===== src/sv/sc2a_pkg.sv =====
`timescale 1ns / 1ps
// sc2a_pkg: shared types, scan code constants and the set-1 character tables
// used by the scan code to ascii translator; no dependencies

package sc2a_pkg;

  localparam int unsigned CodeWidth = 8;
  localparam int unsigned CharWidth = 8;
  localparam int unsigned RomIdxWidth = 6;

  localparam logic [CodeWidth-1:0] CODE_EXT    = 8'hE0;
  localparam logic [CodeWidth-1:0] CODE_LSHIFT = 8'h2A;
  localparam logic [CodeWidth-1:0] CODE_RSHIFT = 8'h36;
  localparam logic [CodeWidth-1:0] CODE_CTL    = 8'h1D;
  localparam logic [CodeWidth-1:0] CODE_META   = 8'h38;
  localparam logic [CodeWidth-1:0] CODE_NUL    = 8'h03;
  localparam logic [CodeWidth-1:0] CODE_DEL    = 8'h35;
  localparam logic [CodeWidth-1:0] PLAIN_LEN   = 8'd58;
  localparam logic [CodeWidth-1:0] CTL_LEN     = 8'd51;
  localparam logic [CharWidth-1:0] CHAR_NUL    = 8'h00;
  localparam logic [CharWidth-1:0] CHAR_DEL    = 8'h7F;

  typedef struct packed {
    logic shift_held;
    logic control_held;
    logic meta_held;
    logic extended_pending;
  } flags_t;

  function automatic logic [6:0] plain_char(input logic [RomIdxWidth-1:0] idx);
    logic [6:0] ch;
    unique case (idx)
      6'd1:  ch = 7'h1B;  6'd2:  ch = 7'h31;  6'd3:  ch = 7'h32;  6'd4:  ch = 7'h33;
      6'd5:  ch = 7'h34;  6'd6:  ch = 7'h35;  6'd7:  ch = 7'h36;  6'd8:  ch = 7'h37;
      6'd9:  ch = 7'h38;  6'd10: ch = 7'h39;  6'd11: ch = 7'h30;  6'd12: ch = 7'h2D;
      6'd13: ch = 7'h3D;  6'd14: ch = 7'h08;  6'd15: ch = 7'h09;  6'd16: ch = 7'h71;
      6'd17: ch = 7'h77;  6'd18: ch = 7'h65;  6'd19: ch = 7'h72;  6'd20: ch = 7'h74;
      6'd21: ch = 7'h79;  6'd22: ch = 7'h75;  6'd23: ch = 7'h69;  6'd24: ch = 7'h6F;
      6'd25: ch = 7'h70;  6'd26: ch = 7'h5B;  6'd27: ch = 7'h5D;  6'd28: ch = 7'h0A;
      6'd30: ch = 7'h61;  6'd31: ch = 7'h73;  6'd32: ch = 7'h64;  6'd33: ch = 7'h66;
      6'd34: ch = 7'h67;  6'd35: ch = 7'h68;  6'd36: ch = 7'h6A;  6'd37: ch = 7'h6B;
      6'd38: ch = 7'h6C;  6'd39: ch = 7'h3B;  6'd40: ch = 7'h27;  6'd41: ch = 7'h60;
      6'd43: ch = 7'h5C;  6'd44: ch = 7'h7A;  6'd45: ch = 7'h78;  6'd46: ch = 7'h63;
      6'd47: ch = 7'h76;  6'd48: ch = 7'h62;  6'd49: ch = 7'h6E;  6'd50: ch = 7'h6D;
      6'd51: ch = 7'h2C;  6'd52: ch = 7'h2E;  6'd53: ch = 7'h2F;  6'd57: ch = 7'h20;
      default: ch = 7'h00;
    endcase
    return ch;
  endfunction

  function automatic logic [6:0] shift_char(input logic [RomIdxWidth-1:0] idx);
    logic [6:0] ch;
    unique case (idx)
      6'd2:  ch = 7'h21;  6'd3:  ch = 7'h40;  6'd4:  ch = 7'h23;  6'd5:  ch = 7'h24;
      6'd6:  ch = 7'h25;  6'd7:  ch = 7'h5E;  6'd8:  ch = 7'h26;  6'd9:  ch = 7'h2A;
      6'd10: ch = 7'h28;  6'd11: ch = 7'h29;  6'd12: ch = 7'h5F;  6'd13: ch = 7'h2B;
      6'd14: ch = 7'h08;  6'd15: ch = 7'h09;  6'd16: ch = 7'h51;  6'd17: ch = 7'h57;
      6'd18: ch = 7'h45;  6'd19: ch = 7'h52;  6'd20: ch = 7'h54;  6'd21: ch = 7'h59;
      6'd22: ch = 7'h55;  6'd23: ch = 7'h49;  6'd24: ch = 7'h4F;  6'd25: ch = 7'h50;
      6'd26: ch = 7'h7B;  6'd27: ch = 7'h7D;  6'd28: ch = 7'h0A;  6'd30: ch = 7'h41;
      6'd31: ch = 7'h53;  6'd32: ch = 7'h44;  6'd33: ch = 7'h46;  6'd34: ch = 7'h47;
      6'd35: ch = 7'h48;  6'd36: ch = 7'h4A;  6'd37: ch = 7'h4B;  6'd38: ch = 7'h4C;
      6'd39: ch = 7'h3A;  6'd40: ch = 7'h22;  6'd41: ch = 7'h7E;  6'd43: ch = 7'h7C;
      6'd44: ch = 7'h5A;  6'd45: ch = 7'h58;  6'd46: ch = 7'h43;  6'd47: ch = 7'h56;
      6'd48: ch = 7'h42;  6'd49: ch = 7'h4E;  6'd50: ch = 7'h4D;  6'd51: ch = 7'h3C;
      6'd52: ch = 7'h3E;  6'd53: ch = 7'h3F;  6'd57: ch = 7'h20;
      default: ch = 7'h00;
    endcase
    return ch;
  endfunction

  function automatic logic [6:0] ctl_char(input logic [RomIdxWidth-1:0] idx);
    logic [6:0] ch;
    unique case (idx)
      6'd12: ch = 7'h1F;  6'd14: ch = 7'h08;  6'd15: ch = 7'h09;  6'd16: ch = 7'h11;
      6'd17: ch = 7'h17;  6'd18: ch = 7'h05;  6'd19: ch = 7'h12;  6'd20: ch = 7'h14;
      6'd21: ch = 7'h19;  6'd22: ch = 7'h15;  6'd23: ch = 7'h09;  6'd24: ch = 7'h0F;
      6'd25: ch = 7'h10;  6'd26: ch = 7'h1B;  6'd27: ch = 7'h1D;  6'd28: ch = 7'h0A;
      6'd30: ch = 7'h01;  6'd31: ch = 7'h13;  6'd32: ch = 7'h04;  6'd33: ch = 7'h06;
      6'd34: ch = 7'h07;  6'd35: ch = 7'h08;  6'd36: ch = 7'h0A;  6'd37: ch = 7'h0B;
      6'd38: ch = 7'h0C;  6'd43: ch = 7'h1C;  6'd44: ch = 7'h1A;  6'd45: ch = 7'h18;
      6'd46: ch = 7'h03;  6'd47: ch = 7'h16;  6'd48: ch = 7'h02;  6'd49: ch = 7'h0E;
      6'd50: ch = 7'h0D;
      default: ch = 7'h00;
    endcase
    return ch;
  endfunction

endpackage


===== src/sv/sc2a_translate.sv =====
`timescale 1ns / 1ps
// sc2a_translate: combinational decode of one scan code against the modifier flags
// depends on sc2a_pkg for flag type, code constants and character tables

module sc2a_translate import sc2a_pkg::*; (
  input  logic [CodeWidth-1:0] code,
  input  flags_t               flags,
  output flags_t               flags_next,
  output logic                 char_valid,
  output logic [CharWidth-1:0] char_code
);

  logic [CodeWidth-1:0]   key;
  logic [RomIdxWidth-1:0] idx;
  logic [6:0]             rom_char;

  assign key = {1'b0, code[CodeWidth-2:0]};
  assign idx = code[RomIdxWidth-1:0];

  always_comb begin
    if (flags.control_held) begin
      rom_char = ctl_char(idx);
    end else if (flags.shift_held) begin
      rom_char = shift_char(idx);
    end else begin
      rom_char = plain_char(idx);
    end
  end

  always_comb begin
    flags_next = flags;
    char_valid = 1'b0;
    char_code  = CHAR_NUL;
    priority if (flags.extended_pending) begin
      flags_next.extended_pending = 1'b0;
    end else if (code == CODE_EXT) begin
      flags_next.extended_pending = 1'b1;
    end else if (code[CodeWidth-1]) begin
      // break code
      priority if (key == CODE_LSHIFT || key == CODE_RSHIFT) begin
        flags_next.shift_held = 1'b0;
      end else if (key == CODE_CTL) begin
        flags_next.control_held = 1'b0;
      end else if (key == CODE_META) begin
        flags_next.meta_held = 1'b0;
      end else begin
        flags_next = flags;
      end
    end else if (code == CODE_LSHIFT || code == CODE_RSHIFT) begin
      flags_next.shift_held = 1'b1;
    end else if (code == CODE_CTL) begin
      flags_next.control_held = 1'b1;
    end else if (code == CODE_META) begin
      flags_next.meta_held = 1'b1;
    end else if (flags.shift_held && flags.control_held && code == CODE_NUL) begin
      char_valid = 1'b1;
      char_code  = CHAR_NUL;
    end else if (flags.shift_held && flags.control_held && code == CODE_DEL) begin
      char_valid = 1'b1;
      char_code  = CHAR_DEL;
    end else if ((flags.control_held && code < CTL_LEN) ||
                 (!flags.control_held && code < PLAIN_LEN)) begin
      // table entries stay below 0x80, so meta lands in the top bit
      char_valid = 1'b1;
      char_code  = {flags.meta_held, rom_char};
    end else begin
      char_valid = 1'b0;
    end
  end

endmodule


===== src/sv/scan_code_to_ascii.sv =====
`timescale 1ns / 1ps
// scan_code_to_ascii: top level of the set-1 scan code to ascii translator
// depends on sc2a_pkg and sc2a_translate

// Takes one set-1 scan code per transaction and returns exactly one result per
// code: char_valid and char_code, with char_code zero when no character comes
// out. Shift, control and meta make/break codes and the 0xE0 prefix (which
// swallows the next code) update internal flags that reset clears. A code is
// taken every cycle while scan_ready is high; each accepted code passes from the
// input register through the table decode into the result register.
// When result_ready is low, the result register holds and one further code waits
// in the input register before scan_ready drops.

module scan_code_to_ascii import sc2a_pkg::*; (
  input  logic                 clk,
  input  logic                 rst,
  input  logic                 scan_valid,
  output logic                 scan_ready,
  input  logic [CodeWidth-1:0] scan_code,
  output logic                 result_valid,
  input  logic                 result_ready,
  output logic                 char_valid,
  output logic [CharWidth-1:0] char_code
);

  logic                 stage_valid;
  logic [CodeWidth-1:0] stage_code;
  flags_t               flags;
  flags_t               flags_next;
  logic                 dec_valid;
  logic [CharWidth-1:0] dec_code;
  logic                 out_free;
  logic                 advance;

  assign out_free   = !result_valid || result_ready;
  assign advance    = stage_valid && out_free;
  assign scan_ready = !stage_valid || out_free;

  sc2a_translate u_translate (
    .code       (stage_code),
    .flags      (flags),
    .flags_next (flags_next),
    .char_valid (dec_valid),
    .char_code  (dec_code)
  );

  // input register
  always_ff @(posedge clk) begin
    if (rst) begin
      stage_valid <= 1'b0;
    end else if (scan_ready) begin
      stage_valid <= scan_valid;
    end
    if (scan_ready && scan_valid) begin
      stage_code <= scan_code;
    end
  end

  // modifier flags
  always_ff @(posedge clk) begin
    if (rst) begin
      flags <= '0;
    end else if (advance) begin
      flags <= flags_next;
    end
  end

  // result register
  always_ff @(posedge clk) begin
    if (rst) begin
      result_valid <= 1'b0;
    end else if (out_free) begin
      result_valid <= stage_valid;
    end
    if (advance) begin
      char_valid <= dec_valid;
      char_code  <= dec_code;
    end
  end

endmodule


===== config.mk =====
export PLATFORM = sky130hd
export DESIGN_NAME = scan_code_to_ascii
export DESIGN_NICKNAME = d
export VERILOG_FILES = /design/src/sv/sc2a_pkg.sv /design/src/sv/sc2a_translate.sv /design/src/sv/scan_code_to_ascii.sv
export SDC_FILE = /design/constraint.sdc
export NUM_CORES = 1
export LEC_CHECK = 0
export CORE_MARGIN = 2
export CORE_UTILIZATION = 40
export CTS_CLUSTER_DIAMETER = 50
export DETAILED_ROUTE_END_ITERATION = 8
export DONT_BUFFER_PORTS = 1
export PLACE_DENSITY_LB_ADDON = 0.2
export SETUP_SLACK_MARGIN = 0.05
export SLEW_MARGIN = 20
export SYNTH_ARGS = -nofsm -noshare
export SYNTH_HDL_FRONTEND = slang
export SYNTH_HIERARCHICAL = 1
export SYNTH_SLANG_ARGS = --single-unit

===== constraint.sdc =====
create_clock -name clk -period 6.2 [get_ports clk]
set_input_delay 0.62 -clock clk [delete_from_list [all_inputs] [get_ports clk]]
set_output_delay 0.62 -clock clk [all_outputs]
set_load 0.1 [all_outputs]

==> run metrics, run 1 <==
status=complete, no violations; CP max stage delay=0.81 ns; DP Worst Slack=3.03 ns; clk root buf=clkbuf_8; pin count of the biggest net entering global routing=53; Power Dens Cells=162 nW/um^2; Starting Density=41.1%; share of cells above drive strength 1=8.04%; Final Skew=0.00271 ns; WP data arrival=3.20 ns; Detailed Place HPWL=5090 um; FF-to-FF path depth=8; initial antenna violation count=0; setup TNS=0 ns; Slew Viols, Final=0; CTS max path bufs=2; unrepaired setup endpoints after global routing=no; # diodes=0; number of synthesized register bits=23; vias in the first global route=2,147; Sink Count=23; Via density=6.75; overall power=413 uW; Tmin final=3.22 ns; vias=2,450; Avg Cell Area, Syn=8.37 sq um; FP Rows=29; synthesized cell area=2580 sq um; crit-path max FO=21; Die Span Y=84.3 um; CP Capture Type=flip-flop; area grow syn2layout=-1.31%; full die area=7100 sq um; Core Footprint=6280 sq um; Post-synth EDFFs=17; Post-CTS Setup Bufs=0; Startpoint Class=flip-flop; Synth Warn #=6; MaxCap Viol Count=0; final hold viol count=0; crit share post-route=51.9%; Port-buffer cells=0; I/O pin cnt=23; Iter 0 DRT Violations=362; count of different cell masters after synthesis=77; Layout Cell Area excl Fill=2540 sq um; grt ovf=0; die width=84.3 um; number of buffers created by CTS=3; Rel. slew slack=28.1%; CTS resizes=0; per-cell routed wire length=20.6 um; CTS clk-pin slew, worst paths=0.08 ns; final worst slack=2.98 ns; Peak VDD IR=0.105 mV; Worst Max-Slew Pin Slew=1.08 ns; HP Start=rst; CP Class=flip-flop to flip-flop; sequential cell area=631 sq um; # nets final=313; dpl cell area=2500 sq um; TritonCTS clock tree=done; Hold Path Stages=1; Post-synth ARST share=0%; Residual DRC=0; Final setup viols=0; fillers=629; hold crit path type=primary input to flip-flop; DRT antenna net count=0; worst skew pair latency=0.26 ns; Synth Instances=308; Slowest cell on crit path=edfxtp_1; first-pass GRT wire length=11,800 um; # hold bufs at CTS=0; final wirelength=7480 um; Clock H-tree levels=1; footprint of the multi-input gates=1710 sq um; Synth Net Count=334; sequential share of the synthesized area=24.5%; Static Leak=0.000881 uW; Worst EP required=6.18 ns; TritonRoute pass-1 iters=5; CP Cell Sequence=inv_1, ha_1, or2_2, o31ai_1, mux4_2, nor3_2, nor4_1, a211oi_2; Post-synth top flop=edfxtp_1; Hold EP=stage_valid; Overall Global Routing Usage=20.9%; routability cong.=0.965; worst reg2reg path endpoint=char_code[0]; Reg-to-Reg Start=stage_code[1]; Highest Clock Rate=311 MHz; R2R Setup Slk=2.98 ns
-- synthesized netlist by cell type (3+ instances only) --
cell type	count	share of area [%]
nand2_1	25	3.6
nor2_1	25	3.6
a21oi_1	22	4.3
o21ai_0	19	3.7
edfxtp_1	17	20
ha_1	14	6.8
nand2b_1	12	2.9
buf_2	10	1.9
inv_1	9	1.3
a211oi_1	8	2.3
nor2b_1	8	1.9
clkbuf_1	7	1.0
mux2i_1	7	2.7
nand3_1	7	1.4
nor3_1	7	1.4
buf_6	6	2.6
dfxtp_1	6	4.7
a31oi_1	5	1.2
and3_1	5	1.2
o211ai_1	5	1.5
a221oi_1	4	1.4
nand3b_1	4	1.2
o31ai_1	4	1.2
a21boi_0	3	0.87
buf_4	3	0.87
nor4_1	3	0.73
o21bai_1	3	0.87
o221ai_1	3	1.0
o41ai_1	3	1.0
-- routing by layer --
metal	GRT usage (%)	vias up	part of all wire, %
met2	32.6	154	45
met5	0	-	0
met4	8.80	0	4.1
met1	28.8	1135	42
met3	3.44	32	8.5
li1	-	1129	-
-- cells by family (layout without fill, tap and decap cells) --
| group | Yosys count | count (layout) | synth area share [%] |
|---|---|---|---|
| AO/OA/AOI/OAI | 109 | 109 | 30.8 |
| XOR/XNOR | 1 | 1 | 0.340 |
| adder cells (fa/ha/maj) | 14 | 14 | 6.79 |
| buffers and inverters | 38 | 16 | 9.36 |
| flip-flops | 23 | 23 | 24.5 |
| multiplexers | 9 | 9 | 4.03 |
| AND/OR/NAND/NOR | 114 | 114 | 24.2 |
-- flip-flops by register name, summed over array words and instances, names as in the netlist --
register and flops:
stage_code 8, char_valid 1, result_valid 1, stage_valid 1
char_code 8, flags 4
-- worst max-delay path by stage --
stage,startpoint,endpoint,slack (ns),depth (start not counted)
finish,stage_code[1],char_code[0],2.98,8
global route,stage_code[1],char_code[0],2.68,8
CTS,stage_code[1],char_code[0],3.01,8
detailed placement,stage_code[1],char_code[0],3.03,8
global placement,stage_code[1],char_code[0],3.15,8
floorplan,result_valid,scan_ready,3.76,2
-- final cells by class --
cell class / count / area share [%]
clock buffer: 4 / 1.77
tap: 77 / 3.79
sequential: 23 / 24.8
multi-input combinational: 247 / 67.1
timing repair buffer: 2 / 0.590
inverter: 10 / 2.02
-- stage by stage --
stage / utilization, % / cells / hold WS, ns
after global routing: 40.5 / 363 / 0.402
after detailed placement: 39.8 / 359 / 0.500
after floorplan: - / 308 / 0.448
after CTS: 40.5 / 363 / 0.407
after global placement: 39.8 / 359 / 0.498
final: 40.5 / 363 / 0.415
-- worst max-delay path: cells and delay by family, from the launching register on --
kind	cells	cell delay [ns]
AOI/OAI and AO/OA	2	0.15
adders and majority gates	1	0.53
buffers and inverters	1	0.40
DFF	1	0.81
muxes	1	0.27
and+or+nand+nor	3	0.77
-- placed cells by master (no fill, tap or decap), types with 7 or more instances in the layout --
cell      instances
ha_1             14
nor3_1            7
o21ai_0          19
a21oi_1          22
nand3_1           7
a211oi_1          8
inv_1             9
nor2b_1           8
nor2_1           25
nand2b_1         12
nand2_1          25
edfxtp_1         17
mux2i_1           7
-- report_power, final --
part,internal [uW],switching (uW),total (uW)
clock network,45.8,45.7,91.5
registers,173,38.1,211
logic,41.9,68.2,110
total,261,152,413
(Power assumes the default switching activity.)
==> inputs of run 2 (changes only) <==
==> constraint.sdc (replaced) <==
create_clock -name clk -period 3.06 [get_ports clk]
set_input_delay 0.306 -clock clk [delete_from_list [all_inputs] [get_ports clk]]
set_output_delay 0.306 -clock clk [all_outputs]
set_load 0.1 [all_outputs]
==> run 2 against run 1 <==
Wire length increased by 2.9%. Sequential share of layout area decreased by 1.0 points. Die area unchanged. Combinational power increased by 130%. Critical path type unchanged. Highest routed layer unchanged. Critical path depth is the same. Clock skew is 0.0011 ns higher. Power increased by 110%. Flip-flop and latch count did not move. Largest power group unchanged. Clock power up 120%.
==> run metrics, run 2 (synthesized netlist as in run 1, its figures left out) <==
status=complete, no violations; setup TNS=0 ns; Via density=6.44; dpl cell area=2610 sq um; TritonRoute pass-1 iters=5; Final setup viols=0; Rel. slew slack=39.7%; pin count of the biggest net entering global routing=39; Tmin final=2.43 ns; number of buffers created by CTS=3; Port-buffer cells=0; overall power=867 uW; Post-CTS Setup Bufs=0; CTS clk-pin slew, worst paths=0.09 ns; Peak VDD IR=0.206 mV; die width=84.3 um; per-cell routed wire length=20.4 um; Worst Max-Slew Pin Slew=0.906 ns; Starting Density=41.1%; sequential cell area=631 sq um; Core Footprint=6280 sq um; routability cong.=0.956; first-pass GRT wire length=12,700 um; area grow syn2layout=2.91%; clk root buf=clkbuf_8; vias=2,429; Clock H-tree levels=1; Slew Viols, Final=0; CP Capture Type=flip-flop; worst skew pair latency=0.27 ns; Startpoint Class=flip-flop; Static Leak=0.000949 uW; footprint of the multi-input gates=1710 sq um; Highest Clock Rate=411 MHz; full die area=7100 sq um; Largest regs=char_code: 8 flops, stage_code: 8 flops, flags: 4 flops; unrepaired setup endpoints after global routing=no; crit-path max FO=10; most frequent cells in the layout=25 x nand2_1, 25 x nor2_1, 22 x a21oi_1; final hold slack=0.0868 ns; FP Rows=29; TritonCTS clock tree=done; FF-to-FF path depth=8; Slowest cell on crit path=edfxtp_1; crit share post-route=79.5%; CP Class=flip-flop to flip-flop; I/O pin cnt=23; fillers=642; Layout Cell Area excl Fill=2650 sq um; grt ovf=0; # hold bufs at CTS=0; # diodes=0; share of cells above drive strength 1=12.7%; Final Skew=0.00385 ns; Residual DRC=0; Worst EP required=3.08 ns; Power Dens Cells=327 nW/um^2; final hold viol count=0; CTS max path bufs=2; Detailed Place HPWL=5440 um; Sink Count=23; MaxCap Viol Count=0; DRT antenna net count=0; Overall Global Routing Usage=22.2%; CTS resizes=0; Hold Path Stages=1; CP max stage delay=0.40 ns; WP data arrival=2.45 ns; hold crit path type=primary input to flip-flop; Die Span Y=84.3 um; # nets final=327; vias in the first global route=2,308; Iter 0 DRT Violations=324; final wirelength=7690 um; initial antenna violation count=0; CP Cell Sequence=inv_1, ha_1, or2_2, o31ai_1, mux4_2, nor3_2, nor4_1, a211oi_2
[run 2: area by class of cell]
cell class	instances	share of cell area [%]
Clock buffer	3	1.56
Clock inverter	1	0.283
Inverter	10	1.93
Multi-Input combinational cell	247	64.3
Sequential cell	23	23.8
Tap cell	77	3.63
Timing Repair Buffer	16	4.53
[run 2: report_power, final]
part / leakage, uW / switching (uW) / internal [uW]
registers: 0.000209 / 59.8 / 351
logic: 0.000718 / 159 / 93.7
clock network: 0.0000217 / 111 / 92.4
[run 2: final timing paths]
| kind | start | end | slack [ns] |
|---|---|---|---|
| hold / removal | rst | result_valid | 0.09 |
| hold reg to reg | stage_valid | result_valid | 0.51 |
| setup reg to reg | stage_code[0] | char_code[0] | 0.63 |
| setup / recovery | stage_code[0] | char_code[0] | 0.63 |
[run 2: stage by stage]
step | utilization (%) | instances | setup WS (ns)
3_3_place_gp | 41.5 | 373 | 0.657
6_report | 42.3 | 377 | 0.626
5_1_grt | 42.3 | 377 | 0.480
4_1_cts | 42.3 | 377 | 0.580
3_5_place_dp | 41.5 | 373 | 0.608
2_1_floorplan | - | 308 | 0.662
[run 2: worst max-delay path: cells and delay by family, from the launching register on]
kind                     cells  cell delay [ns]
AO/OA/AOI/OAI                2             0.16
buffers and inverters        1             0.25
adder cells (fa/ha/maj)      1             0.30
AND/OR/NAND/NOR              3             0.77
flip-flops                   1             0.40
multiplexers                 1             0.29
[run 2: metal layers]
metal	track usage [%]	vias to the layer above	share of wire, %
met5	0	-	0
met4	6.01	0	1.9
met3	2.65	16	6.3
met2	36.6	133	48
met1	30.8	1130	44
li1	-	1150	-
==> inputs of run 3 (changes only) <==
==> constraint.sdc (replaced) <==
create_clock -name clk -period 2.5 [get_ports clk]
set_input_delay 0.25 -clock clk [delete_from_list [all_inputs] [get_ports clk]]
set_output_delay 0.25 -clock clk [all_outputs]
set_load 0.1 [all_outputs]
==> run 3 against run 2 <==
Flip-flop and latch count stayed put. Critical path depth is 1 lower. Global-route usage is 0.18 points lower. First-iteration DRC count is 9.6% higher. Non-clock buffer count is 4 higher. Maximum frequency is 5.4% higher. Critical path type unchanged. Critical endpoint is now char_code[2].
==> run metrics, run 3 (synthesized netlist as in run 1, its figures left out) <==
status=complete, no violations; Overall Global Routing Usage=22.0%; DRT antenna net count=0; switching power=407 uW; Worst Path Buf+Inv=2; crit share post-route=92.4%; I/O pin cnt=23; worst skew pair latency=0.27 ns; die width=84.3 um; Largest regs=char_code: 8 flops, stage_code: 8 flops, flags: 4 flops; Startpoint Class=flip-flop; Residual DRC=0; power share of the clock group=23.2%; routability cong.=0.921; full die area=7100 sq um; Worst EP required=2.52 ns; Reg-to-Reg Start=stage_code[1]; initial antenna violation count=0; FP Rows=29; TritonRoute pass-1 iters=5; grt ovf=0; Slew Viols, Final=0; CP Capture Type=flip-flop; fillers=628; crit-path max FO=11; Seq pwr share=46.7%; Core Footprint=6280 sq um; Static Leak=0.000971 uW; final hold viol count=0; first-pass GRT wire length=12,700 um; Post-CTS Setup Bufs=0; R2R Setup Slk=0.19 ns; Final Skew=0.00371 ns; Final setup viols=0; CP top delay family=compound AO/OA/AOI/OAI gates; vias in the first global route=2,365; Rel. slew slack=39.0%; Slowest cell on crit path=a2111oi_2; Hold EP=result_valid; Iter 0 DRT Violations=355; unrepaired setup endpoints after global routing=no; Port-buffer cells=0; Sink Count=23; Die Span Y=84.3 um; combinational share of power=30.1%; Hold Path Stages=1; WP data arrival=2.33 ns; Clock H-tree levels=1; vias=2,556; per-cell routed wire length=20.4 um; Net Sw Frac=37.9%; setup TNS=0 ns; TritonCTS clock tree=done; # diodes=0; clk root buf=clkbuf_8; Starting Density=41.1%; CP Cell Sequence=inv_1, buf_4, ha_1, mux2i_1, a221o_1, a2111oi_2, nor4_2; footprint of the multi-input gates=1730 sq um; Via density=6.71; worst reg2reg path endpoint=char_code[2]; Power Dens Cells=395 nW/um^2; CTS clk-pin slew, worst paths=0.09 ns; Highest Clock Rate=433 MHz; MaxCap Viol Count=0; share of cells above drive strength 1=14.8%; Int Power=665 uW; area grow syn2layout=5.39%; CP max stage delay=0.43 ns; pin count of the biggest net entering global routing=32; HP Start=rst; sequential cell area=631 sq um; Worst Max-Slew Pin Slew=0.917 ns; Detailed Place HPWL=5450 um; # nets final=331; final wirelength=7760 um; CTS max path bufs=2; most frequent cells in the layout=25 x nand2_1, 25 x nor2_1, 22 x a21oi_1; CP Class=flip-flop to flip-flop; hold crit path type=primary input to flip-flop; overall power=1070 uW; Tmin final=2.31 ns; FF-to-FF path depth=7; Peak VDD IR=0.285 mV; number of buffers created by CTS=3
run 3: through the flow:
stage | hold WS, ns | utilization [%] | instance area [sq um] | setup slack, ns | std cells
after global placement | 0.321 | 42.2 | 2650 | 0.196 | 377
after floorplan | 0.349 | - | 2580 | 0.102 | 308
after CTS | 0.0332 | 43.0 | 2700 | 0.107 | 381
final | 0.0383 | 43.3 | 2720 | 0.190 | 381
after global routing | 0.0284 | 43.3 | 2720 | 0.0653 | 381
after detailed placement | 0.325 | 42.2 | 2650 | 0.122 | 377
run 3: how the worst max path moves through the flow:
stage,startpoint,endpoint,slack (ns),depth (start not counted)
6_report,stage_code[1],char_code[2],0.19,7
5_1_grt,stage_code[1],char_code[2],0.07,7
4_1_cts,stage_code[1],char_code[2],0.11,8
3_5_place_dp,stage_code[1],char_code[2],0.12,8
3_3_place_gp,stage_code[1],char_code[4],0.20,9
2_1_floorplan,stage_code[1],char_code[0],0.10,8
run 3: metal layers:
| metal | track usage [%] | up-vias | part of all wire [%] |
|---|---|---|---|
| li1 | - | 1163 | - |
| met1 | 30.8 | 1184 | 43 |
| met2 | 33.3 | 177 | 44 |
| met3 | 3.83 | 32 | 8.5 |
| met4 | 9.53 | 0 | 3.9 |
| met5 | 0 | - | 0 |
run 3: area by class of cell:
type,instances,share of cell area [%]
clock inverters,1,0.276
inverters,10,1.89
repair buffers,20,5.99
multi-input cells,247,63.6
well taps,77,3.55
flip-flops and latches,23,23.2
clock buffers,3,1.52
run 3: power groups by stage:
stage / Sequential [uW] / Clock [uW] / Combinational [uW]
after global routing: 505 / 269 / 348
after CTS: 501 / 258 / 311
after floorplan: 513 / 0 / 237
after detailed placement: 510 / 0 / 309
after global placement: 509 / 0 / 315
final: 501 / 248 / 323
run 3: what timing repair did:
action | in CTS | in global routing
gates resized for setup | 0 | 4
endpoints found under the setup margin | 0 | 4
hold buffers | 0 | 0
